--- src/rtl/tgs_pkg.sv ---
// Shared types, codes and gain lookup for the timed gain scheduler.
package tgs_pkg;

  typedef enum logic [1:0] {
    ST_IDLE,
    ST_EVAL,
    ST_REFILL
  } tgs_state_e;

  localparam logic REQ_DATA = 1'b0;
  localparam logic REQ_CTRL = 1'b1;

  localparam logic [1:0] CODE_QPSK  = 2'd0;
  localparam logic [1:0] CODE_QAM16 = 2'd1;
  localparam logic [1:0] CODE_QAM64 = 2'd2;

  localparam logic [1:0] GAIN_ONE   = 2'd1;
  localparam logic [1:0] GAIN_TWO   = 2'd2;
  localparam logic [1:0] GAIN_THREE = 2'd3;

  localparam int unsigned TIME_W = 64;

  typedef struct packed {
    logic take;
    logic pop;
    logic emit;
  } tgs_cmd_t;

  typedef struct packed {
    logic pop_due;
    logic stall;
  } tgs_status_t;

  function automatic logic [1:0] code_to_gain(input logic [1:0] code);
    logic [1:0] g;
    unique case (code)
      CODE_QAM64: g = GAIN_THREE;
      CODE_QAM16: g = GAIN_TWO;
      default:    g = GAIN_ONE;
    endcase
    return g;
  endfunction

endpackage

--- src/rtl/tgs_ctrl.sv ---
// Controller state machine: request intake, queue pop sequencing, result issue.
module tgs_ctrl (
  input  logic                 clk_i,
  input  logic                 rst_ni,
  input  logic                 s_axis_tvalid_i,
  input  logic                 s_axis_tuser_i,
  input  tgs_pkg::tgs_status_t status_i,
  output tgs_pkg::tgs_cmd_t    cmd_o,
  output logic                 s_axis_tready_o
);
  import tgs_pkg::*;

  tgs_state_e state_q, state_d;

  always_ff @(posedge clk_i or negedge rst_ni) begin
    if (!rst_ni) begin
      state_q <= ST_IDLE;
    end else begin
      state_q <= state_d;
    end
  end

  always_comb begin
    state_d         = state_q;
    cmd_o           = '0;
    s_axis_tready_o = 1'b0;
    unique case (state_q)
      ST_IDLE: begin
        s_axis_tready_o = 1'b1;
        if (s_axis_tvalid_i) begin
          cmd_o.take = 1'b1;
          if (s_axis_tuser_i == REQ_DATA) begin
            state_d = ST_EVAL;
          end
        end
      end
      ST_EVAL: begin
        if (status_i.pop_due) begin
          cmd_o.pop = 1'b1;
          state_d   = ST_REFILL;
        end else if (!status_i.stall) begin
          cmd_o.emit = 1'b1;
          state_d    = ST_IDLE;
        end
      end
      ST_REFILL: begin
        // head read data settles the cycle after the pointer moves
        state_d = ST_EVAL;
      end
      default: begin
        state_d = ST_IDLE;
      end
    endcase
  end

endmodule

--- src/rtl/tgs_datapath.sv ---
// Datapath: change queue memory, sample counter, gain register, scaler, output register.
module tgs_datapath #(
  parameter int unsigned QUEUE_DEPTH  = 16,
  parameter int unsigned SAMPLE_WIDTH = 16,
  parameter int unsigned IN_W         = 104,
  parameter int unsigned OUT_W        = 40
) (
  input  logic                 clk_i,
  input  logic                 rst_ni,
  input  logic [IN_W-1:0]      s_axis_tdata_i,
  input  logic                 s_axis_tuser_i,
  input  tgs_pkg::tgs_cmd_t    cmd_i,
  output tgs_pkg::tgs_status_t status_o,
  output logic                 m_axis_tvalid_o,
  input  logic                 m_axis_tready_i,
  output logic [OUT_W-1:0]     m_axis_tdata_o
);
  import tgs_pkg::*;

  localparam int unsigned SW     = SAMPLE_WIDTH;
  localparam int unsigned OW     = SAMPLE_WIDTH + 2;
  localparam int unsigned PTR_W  = $clog2(QUEUE_DEPTH);
  localparam int unsigned FILL_W = $clog2(QUEUE_DEPTH + 1);
  localparam int unsigned ENT_W  = TIME_W + 2;
  localparam int unsigned PAD_W  = OUT_W - (2 * OW + 3);

  logic [SW-1:0]     in_si, in_sq;
  logic              in_tag;
  logic [1:0]        in_mcs;
  logic [TIME_W-1:0] in_at;

  assign in_si  = s_axis_tdata_i[SW-1:0];
  assign in_sq  = s_axis_tdata_i[2*SW-1:SW];
  assign in_tag = s_axis_tdata_i[2*SW];
  assign in_mcs = s_axis_tdata_i[2*SW+2:2*SW+1];
  assign in_at  = s_axis_tdata_i[2*SW+2+TIME_W:2*SW+3];

  logic [ENT_W-1:0]  mem_q [QUEUE_DEPTH];
  logic [ENT_W-1:0]  rd_q;
  logic [PTR_W-1:0]  head_q, head_d, tail_q, tail_d;
  logic [FILL_W-1:0] fill_q, fill_d;
  logic              drop_q, drop_d;
  logic [TIME_W-1:0] count_q;
  logic [1:0]        gain_q, gain_d, gain_eff;
  logic [SW-1:0]     si_q, sq_q;
  logic              tag_q;
  logic [1:0]        mcs_q;
  logic              m_valid_q;
  logic [OW-1:0]     oi_q, oq_q;
  logic [1:0]        ogain_q;
  logic              odrop_q;
  logic              wr_en, full;
  logic [TIME_W-1:0] rd_time;
  logic [1:0]        rd_gain;
  logic [OW-1:0]     ext_i, ext_q, prod_i, prod_q;

  assign full    = (fill_q == FILL_W'(QUEUE_DEPTH));
  assign wr_en   = cmd_i.take && (s_axis_tuser_i == REQ_CTRL) && !full;
  assign rd_time = rd_q[ENT_W-1:2];
  assign rd_gain = rd_q[1:0];

  always_ff @(posedge clk_i) begin
    if (wr_en) begin
      mem_q[tail_q] <= {in_at, code_to_gain(in_mcs)};
    end
    rd_q <= mem_q[head_q];
  end

  assign status_o.pop_due = (fill_q != '0) &&
                            ((rd_time == '0) || (rd_time <= count_q));
  assign status_o.stall   = m_valid_q && !m_axis_tready_i;

  assign gain_eff = tag_q ? code_to_gain(mcs_q) : gain_q;
  assign ext_i    = {{2{si_q[SW-1]}}, si_q};
  assign ext_q    = {{2{sq_q[SW-1]}}, sq_q};
  assign prod_i   = (gain_eff[0] ? ext_i : '0) +
                    (gain_eff[1] ? {ext_i[OW-2:0], 1'b0} : '0);
  assign prod_q   = (gain_eff[0] ? ext_q : '0) +
                    (gain_eff[1] ? {ext_q[OW-2:0], 1'b0} : '0);

  always_comb begin
    head_d = head_q;
    tail_d = tail_q;
    fill_d = fill_q;
    drop_d = drop_q;
    gain_d = gain_q;
    if (cmd_i.take && (s_axis_tuser_i == REQ_CTRL)) begin
      if (full) begin
        drop_d = 1'b1;
      end else begin
        tail_d = (tail_q == PTR_W'(QUEUE_DEPTH - 1)) ? '0 : tail_q + 1'b1;
        fill_d = fill_q + 1'b1;
      end
    end
    if (cmd_i.pop) begin
      head_d = (head_q == PTR_W'(QUEUE_DEPTH - 1)) ? '0 : head_q + 1'b1;
      fill_d = fill_q - 1'b1;
      gain_d = rd_gain;
    end
    if (cmd_i.emit) begin
      gain_d = gain_eff;
    end
  end

  always_ff @(posedge clk_i or negedge rst_ni) begin
    if (!rst_ni) begin
      head_q    <= '0;
      tail_q    <= '0;
      fill_q    <= '0;
      drop_q    <= 1'b0;
      gain_q    <= GAIN_ONE;
      count_q   <= '0;
      m_valid_q <= 1'b0;
    end else begin
      head_q <= head_d;
      tail_q <= tail_d;
      fill_q <= fill_d;
      drop_q <= drop_d;
      gain_q <= gain_d;
      if (cmd_i.emit) begin
        count_q   <= count_q + 1'b1;
        m_valid_q <= 1'b1;
      end else if (m_axis_tready_i) begin
        m_valid_q <= 1'b0;
      end
    end
  end

  always_ff @(posedge clk_i) begin
    if (cmd_i.take) begin
      si_q  <= in_si;
      sq_q  <= in_sq;
      tag_q <= in_tag;
      mcs_q <= in_mcs;
    end
    if (cmd_i.emit) begin
      oi_q    <= prod_i;
      oq_q    <= prod_q;
      ogain_q <= gain_eff;
      odrop_q <= drop_q;
    end
  end

  assign m_axis_tvalid_o = m_valid_q;
  assign m_axis_tdata_o  = {{PAD_W{1'b0}}, odrop_q, ogain_q, oq_q, oi_q};

endmodule

--- src/rtl/timed_gain_scheduler.sv ---
// Timed gain scheduler: top level joining controller and datapath.
//
// Input stream (s_axis): tuser selects the request kind, 0 data sample,
// 1 control message. A control message queues a gain change (from mcs_code)
// due at sample index due_time, 0 meaning as soon as possible; it is taken
// and yields no result. A full queue drops it and sets a sticky
// flag reported with every later result.
// A data sample is evaluated once no queue entry is due; each due entry is
// first popped from the queue head: each pop moves the head pointer and waits
// for the registered memory read of the new head before evaluating again.
// The result appears on m_axis in the output register the cycle after the
// sample is evaluated; the block accepts the next request while it waits.
// If the receiver stalls with a result still held, control messages and the
// next data sample are still taken; due entries for that sample are popped,
// but its result waits and no further request is taken until the output
// register frees.
// Reset clears the queue pointers, sample counter and sticky flag and sets
// the gain to one; queue contents are not cleared and need no clearing pass.
module timed_gain_scheduler #(
  parameter int unsigned QUEUE_DEPTH  = 16,
  parameter int unsigned SAMPLE_WIDTH = 16,
  localparam int unsigned IN_W  = ((2 * SAMPLE_WIDTH + 67 + 7) / 8) * 8,
  localparam int unsigned OUT_W = ((2 * SAMPLE_WIDTH + 7 + 7) / 8) * 8
) (
  input  logic             clk_i,
  input  logic             rst_ni,
  input  logic             s_axis_tvalid,
  output logic             s_axis_tready,
  // sample_i, sample_q, tag_present, mcs_code[1:0], due_time[63:0], zero pad
  input  logic [IN_W-1:0]  s_axis_tdata,
  // req_type
  input  logic             s_axis_tuser,
  output logic             m_axis_tvalid,
  input  logic             m_axis_tready,
  // out_i, out_q, gain_used[1:0], dropped_flag, zero pad
  output logic [OUT_W-1:0] m_axis_tdata
);
  import tgs_pkg::*;

  tgs_cmd_t    cmd;
  tgs_status_t status;

  tgs_ctrl u_ctrl (
    .clk_i           (clk_i),
    .rst_ni          (rst_ni),
    .s_axis_tvalid_i (s_axis_tvalid),
    .s_axis_tuser_i  (s_axis_tuser),
    .status_i        (status),
    .cmd_o           (cmd),
    .s_axis_tready_o (s_axis_tready)
  );

  tgs_datapath #(
    .QUEUE_DEPTH  (QUEUE_DEPTH),
    .SAMPLE_WIDTH (SAMPLE_WIDTH),
    .IN_W         (IN_W),
    .OUT_W        (OUT_W)
  ) u_dp (
    .clk_i           (clk_i),
    .rst_ni          (rst_ni),
    .s_axis_tdata_i  (s_axis_tdata),
    .s_axis_tuser_i  (s_axis_tuser),
    .cmd_i           (cmd),
    .status_o        (status),
    .m_axis_tvalid_o (m_axis_tvalid),
    .m_axis_tready_i (m_axis_tready),
    .m_axis_tdata_o  (m_axis_tdata)
  );

endmodule

--- config.mk ---
export PLATFORM = sky130hd
export DESIGN_NAME = timed_gain_scheduler
export DESIGN_NICKNAME = d
export VERILOG_FILES = /design/src/rtl/tgs_pkg.sv /design/src/rtl/tgs_ctrl.sv /design/src/rtl/tgs_datapath.sv /design/src/rtl/timed_gain_scheduler.sv
export SDC_FILE = /design/constraint.sdc
export NUM_CORES = 1
export LEC_CHECK = 0
export BUFFER_PORTS_ARGS = -buffer_cell sky130_fd_sc_hd__buf_4
export CORE_MARGIN = 10
export CORE_UTILIZATION = 25
export CTS_CLUSTER_DIAMETER = 200
export DETAILED_ROUTE_END_ITERATION = 10
export PLACE_DENSITY = 0.38
export RECOVER_POWER = 50
export SYNTH_ARGS = -nofsm -noshare
export SYNTH_HDL_FRONTEND = slang
export SYNTH_SLANG_ARGS = --single-unit
--- constraint.sdc ---
create_clock -name clk_i -period 10.22 [get_ports clk_i]
set_input_delay 1.022 -clock clk_i [delete_from_list [all_inputs] [get_ports clk_i]]
set_output_delay 1.022 -clock clk_i [all_outputs]
set_load 0.01 [all_outputs]
=== Word-level counts from Yosys, hierarchy flattened ===
Memory sizes are Yosys's and may differ from the RTL's. A register that Yosys moved wholly into a read port is not among the register bits.
Index checks and enable logic that the tools add are counted.

* Add/subtract/negate cells: 7
* Multiply operators: 0
* Divide/modulo/power cells: 0
* $lt $le $gt $ge: 1
* Eq/ne operators: 13
* Shift-type cells: 0
* Mux-type cells: 31
* Bitwise operators: 1
* Reduce and logical (&&, ||, !) cells: 17

{| class="wikitable"
|+ Operators with widths
! kind !! count
|-
| $mux 18 || 4
|-
| $add 64x1->64 const B || 1
|-
| $le 64x64->1 || 1
|-
| $logic_not 64->1 || 1
|-
| $add 18x18->18 || 2
|-
| $mux 2 || 9
|-
| $mux 5 || 3
|-
| $mux 1 || 10
|-
| $add 4x1->4 const B || 2
|-
| $eq 4x4->1 const B || 2
|-
| $mux 4 || 2
|-
| $pmux 2 s2 || 2
|-
| $eq 2x1->1 const B || 3
|-
| $eq 2x2->1 const B || 3
|-
| $ne 2x2->1 const B || 3
|-
| $pmux 2 s3 || 1
|-
| $reduce_and 2->1 || 3
|-
| $reduce_bool 2->1 || 3
|-
| $add 5x1->5 const B || 1
|-
| $eq 5x5->1 const B || 1
|-
| $reduce_bool 5->1 || 1
|-
| $sub 5x1->5 const B || 1
|-
| $logic_and 1x1->1 || 4
|-
| $ne 3x3->1 const B || 1
|-
| other kinds (5) || 6
|}

* Bits in registers: 157
* Bits in latches: 0
* Memory bits (writable): 1056
* Memory bits (read-only): 0
* Input bits: 109
* Output and inout port bits: 42
* Logic and storage cells: 87
* Memories: 1

{| class="wikitable"
|+ Memories
! name !! words !! bits a word !! rd ports !! clocked after Yosys merged registers in !! write ports !! line !! source
|-
| u_dp.mem_q || 16 || 66 || 1 || 1 || 1 || tgs_datapath.sv:38 || <nowiki>logic [ENT_W-1:0] mem_q [QUEUE_DEPTH];</nowiki>
|}

=== Logic depth before layout (Yosys ltp) ===
* Depth after elaboration: 7
* Mapped depth: 17

=== Hierarchy ===
From an unflattened synthesis, not the netlist that was laid out.

* Cell total of the unflattened synthesis: 2512
* Area, all modules: 50738.7 um^2

{| class="wikitable"
|+ Modules (own cells, without submodules)
! module !! instances !! cells each !! area an instance (um^2)
|-
| tgs_datapath || 1 || 2501 || 50619.8
|-
| tgs_ctrl || 1 || 11 || 118.9
|}

=== Least setup slack after synthesis ===
No wires, ideal clock.

* Path type: input-to-reg
* From: input port s_axis_tvalid
* To: memory u_dp.mem_q[15][0] (netlist bit), enable pin
* Setup time: 0.491 ns
* Data arrival time: 5.120 ns
* Path slack: 4.609 ns
* Stages on the path: 3
* Buffers on the path: 0
* Cell sequence: and2_1 nand3_1 nor2_1

* Longest elaborated chain between the ends: 6

{| class="wikitable"
|+ RTL lines
! item !! line !! source
|-
| from (decl) || timed_gain_scheduler.sv:27 || <nowiki>input logic s_axis_tvalid,</nowiki>
|-
| $mux 1 || tgs_ctrl.sv:30 || <nowiki>if (s_axis_tvalid_i) begin</nowiki>
|-
| $mux 1 || tgs_ctrl.sv:27 || <nowiki>unique case (state_q)</nowiki>
|-
| $logic_and 1x1->1 (2 in a row) || tgs_datapath.sv:58 || <nowiki>assign wr_en = cmd_i.take && (s_axis_tuser_i == REQ_CTRL) && !full;</nowiki>
|-
| $mux 1 || tgs_datapath.sv:63 || <nowiki>if (wr_en) begin</nowiki>
|-
| $mux 1 (not written as such) || tgs_datapath.sv:64 || <nowiki>mem_q[tail_q] <= {in_at, code_to_gain(in_mcs)};</nowiki>
|-
| to (decl) || tgs_datapath.sv:38 ||
|}

No other way between the ends.

==> impl_results.md <==
* Run status: finished, violations left
* Violations in the final reports: capacitance limit, slew limit
* Capturing element type of the critical path: flip-flop
* Die boundary width at 474 µm
* Overflow after GRT at 0
* Final count of hold timing violations at 0
* Critical setup path kind: flip-flop to flip-flop
* Power per cell area at 266 nW/µm²
* Period Utilization, post-route at 0.602
* Total number of vias at 26.8k
* Via count of the first global-routing pass at 28.0k
* Mean number of vias per cell at 4.48
* Relative slew slack at -1.77
* Post-synthesis sequential area ratio at 0.726
* Global-route wire length before repair at 203000 µm
* Total GRT Usage at 0.123
* Min cycle time layout at 6.15 ns
* Required time reported for the critical path endpoint at 10.89 ns
* Number of distinct library cell variants in the gate-level netlist after synthesis at 66
* Leading area contributor after synthesis: sky130_fd_sc_hd__edfxtp_1
* Count of instances resized after the clock tree is built at 0
* Actual transition at the worst max-transition pin at 4.15 ns
* Clock tree from TritonCTS: yes
* Residual DRC count at 0
* Total count of max-transition violations in the final report at 189
* Maximum number of pins on one net before global-route repair at 133
* Post-synth EDFFs at 1130
* Std cell rows at 166
* Synth Area per Inst at 17.4 µm²
* Maximum achievable frequency at 163 MHz
* Total Wirelength at 141000 µm
* Final worst setup slack at 4.07 ns
* Clock buffer count from CTS at 150
* Die height at 474 µm
* Async set-reset flop share out of synthesis at 0.0649
* Syn Nets at 3182
* Worst Setup SP: u_dp.head_q[1]
* Top_reg_cell synth: sky130_fd_sc_hd__edfxtp_1
* Placeable core region at 205000 µm²
* Switching portion of total power at 0.321
* Number of port buffers at 144
* Internal power of the cells at 10.8 mW
* TritonCTS sink count at 1279
* Final GP Congestion at 0.714
* Worst setup slack before clock tree synthesis at 5.08 ns
* Clock latency on the worst-skew pair at 0.79 ns
* Setup TNS after final layout at 0 ns
* RSZ-0062 raised after global routing: no
* Combinational share of power at 0.269
* Endpoints failing setup at 0
* Maximum capacitance violations at 4
* Routed Antenna Nets at 0
* Setup Fix Bufs, Post-CTS at 0
* HPWL after DPL at 75200 µm
* Worst R2R Start: u_dp.head_q[1]
* Most common cell after layout, fill and taps aside: sky130_fd_sc_hd__edfxtp_1
* Antenna violations before repair at 25
* Combined area of all synthesized cells at 51400 µm²
* CP arrival at 6.82 ns
* Setup Skew at 0.0258 ns
* Area share of the largest cell type after synthesis at 0.660
* Area overhead of the layout relative to synthesis at 16.7%
* Worst Setup Start Kind: flip-flop
* Static power due to leakage at 19.9 nW
* Iteration count of the initial detailed-routing pass at 5
* Num ports at 151
* Synth Register Bits at 1279
* Largest cells by area after synthesis: sky130_fd_sc_hd__edfxtp_1, sky130_fd_sc_hd__mux4_2, sky130_fd_sc_hd__mux2i_1
* Maximum resistive drop on vdd at 0.000194 V
* Initial Utilization at 0.251
* H-tree levels at 4
* Share of cells above drive strength 1 at 0.134
* Initial DRC Count at 1754
* Net count of the finished layout at 3378
* Hold buffers post-CTS at 0
* Final routed wire length divided by cell count at 23.5 µm
* Portion of total power attributed to the clock network at 0.322
* Number of warnings printed during yosys synthesis at 0
* Number of buffers on the longest clock path at 3
* Cell chosen for the clock root: sky130_fd_sc_hd__clkbuf_16
* Cells after synthesis at 2963
* Critical path peak fanout at 53
* Most used cells in the layout excluding fill and tap cells: sky130_fd_sc_hd__edfxtp_1, sky130_fd_sc_hd__mux2i_1, sky130_fd_sc_hd__clkbuf_1
* Worst hold path type: primary input to asynchronous set/reset pin
* Net load switching power at 5.13 mW
* CTS clock-pin slew for the worst setup and hold paths at 0.06 ns
* Sequential power share at 0.409
* Full die area at 224000 µm²
==> final cells by class <==
type | count | area, µm²
diodes | 7 | 17.5
clock inverters | 71 | 593
multi-input cells | 1446 | 13300
flip-flops and latches | 1279 | 37300
clock buffers | 205 | 4080
inverters | 99 | 374
fillers | 20200 | 145000
repair buffers | 183 | 975
well taps | 2688 | 3360
==> worst max-delay path, stage by stage (launching register included) <==
cell	delay, ns
sky130_fd_sc_hd__dfrtp_4	1.00
sky130_fd_sc_hd__and2_0	3.07
sky130_fd_sc_hd__buf_4	1.07
sky130_fd_sc_hd__a221oi_1	0.27
sky130_fd_sc_hd__o21a_1	0.26
sky130_fd_sc_hd__a221o_1	0.27
==> Yosys cell counts, types with 7 or more instances <==
master and count:
sky130_fd_sc_hd__and4_1 26, sky130_fd_sc_hd__o21bai_1 7, sky130_fd_sc_hd__nor2_1 44, sky130_fd_sc_hd__xnor2_1 87, sky130_fd_sc_hd__inv_1 99, sky130_fd_sc_hd__nor3_1 23, sky130_fd_sc_hd__nand2_1 110, sky130_fd_sc_hd__mux2i_1 266
sky130_fd_sc_hd__a22oi_1 65, sky130_fd_sc_hd__nor4_1 22, sky130_fd_sc_hd__dfrtp_1 82, sky130_fd_sc_hd__and3_1 22, sky130_fd_sc_hd__o21ai_0 86, sky130_fd_sc_hd__buf_2 11, sky130_fd_sc_hd__buf_1 40, sky130_fd_sc_hd__and2_1 82
sky130_fd_sc_hd__nand4_1 55, sky130_fd_sc_hd__edfxtp_1 1130, sky130_fd_sc_hd__nand2b_1 10, sky130_fd_sc_hd__mux4_2 132, sky130_fd_sc_hd__dfxtp_1 66, sky130_fd_sc_hd__clkbuf_1 84, sky130_fd_sc_hd__ha_1 107, sky130_fd_sc_hd__a221oi_1 137
sky130_fd_sc_hd__a21oi_1 35, sky130_fd_sc_hd__nand3_1 43
==> stage by stage <==
| stage | power [mW] | instance area (µm²) | hold WS [ns] | utilization | std cells |
|---|---|---|---|---|---|
| finish | 16.0 | 60000 | 0.396 | 0.293 | 5978 |
| global route | 16.9 | 60000 | 0.383 | 0.293 | 5975 |
| CTS | 16.3 | 60500 | 0.0478 | 0.296 | 5971 |
| detailed placement | 11.1 | 55800 | 0.459 | 0.273 | 5695 |
| global placement | 11.1 | 55800 | 0.457 | 0.273 | 5695 |
| floorplan | 9.46 | 51400 | 0.419 | - | 2963 |
==> worst paths after layout <==
| path | to | slack [ns] | cells after the start |
|---|---|---|---|
| max | u_dp.rd_q[63] | 4.07 | 5 |
| min | u_dp.fill_q[1] | 0.40 | 1 |
| max reg2reg | u_dp.rd_q[63] | 4.07 | 5 |
| min reg2reg | u_dp.odrop_q | 0.46 | 0 |
| max in group asynchronous | u_dp.head_q[2] | 4.82 | 2 |
| min in group clk_i | u_dp.sq_q[2] | 0.45 | 1 |
==> cells by family after synthesis <==
| kind of cell | after synthesis | share of synthesized area |
|---|---|---|
| AOI/OAI and AO/OA | 382 | 0.0545 |
| xor gates and xnor gates | 91 | 0.0155 |
| adders and majority gates | 110 | 0.0272 |
| buffers and inverters | 238 | 0.0180 |
| DFF | 1279 | 0.726 |
| muxes | 402 | 0.110 |
| other | 1 | 0.0000729 |
| and+or+nand+nor | 460 | 0.0486 |
==> per-layer routing <==
layer | GRT usage | share of wire
met4 | 0.0331 | 0.021
met3 | 0.0295 | 0.048
met1 | 0.168 | 0.47
met5 | 0 | 0.00099
met2 | 0.195 | 0.46
==> registers in the layout, indices dropped and copies added, names as in the netlist, 2 cells and up <==
name	count
u_dp.head_q	4
u_dp.tail_q	4
u_dp.ogain_q	2
u_dp.count_q	64
u_dp.rd_q	66
u_dp.mcs_q	2
u_dp.sq_q	16
u_ctrl.state_q	2
u_dp.mem_q	1056
u_dp.oq_q	18
u_dp.gain_q	2
u_dp.oi_q	18
u_dp.si_q	16
u_dp.fill_q	5
==> power groups by stage <==
| stage | Clock [mW] | Combinational [mW] | Sequential [mW] |
|---|---|---|---|
| finish | 5.14 | 4.29 | 6.53 |
| global placement | 0 | 4.48 | 6.65 |
| global route | 5.53 | 4.75 | 6.58 |
| floorplan | 0 | 3.04 | 6.42 |
| CTS | 5.33 | 4.47 | 6.54 |
| detailed placement | 0 | 4.45 | 6.65 |
No activity file was read; power rests on OpenSTA's default activity.
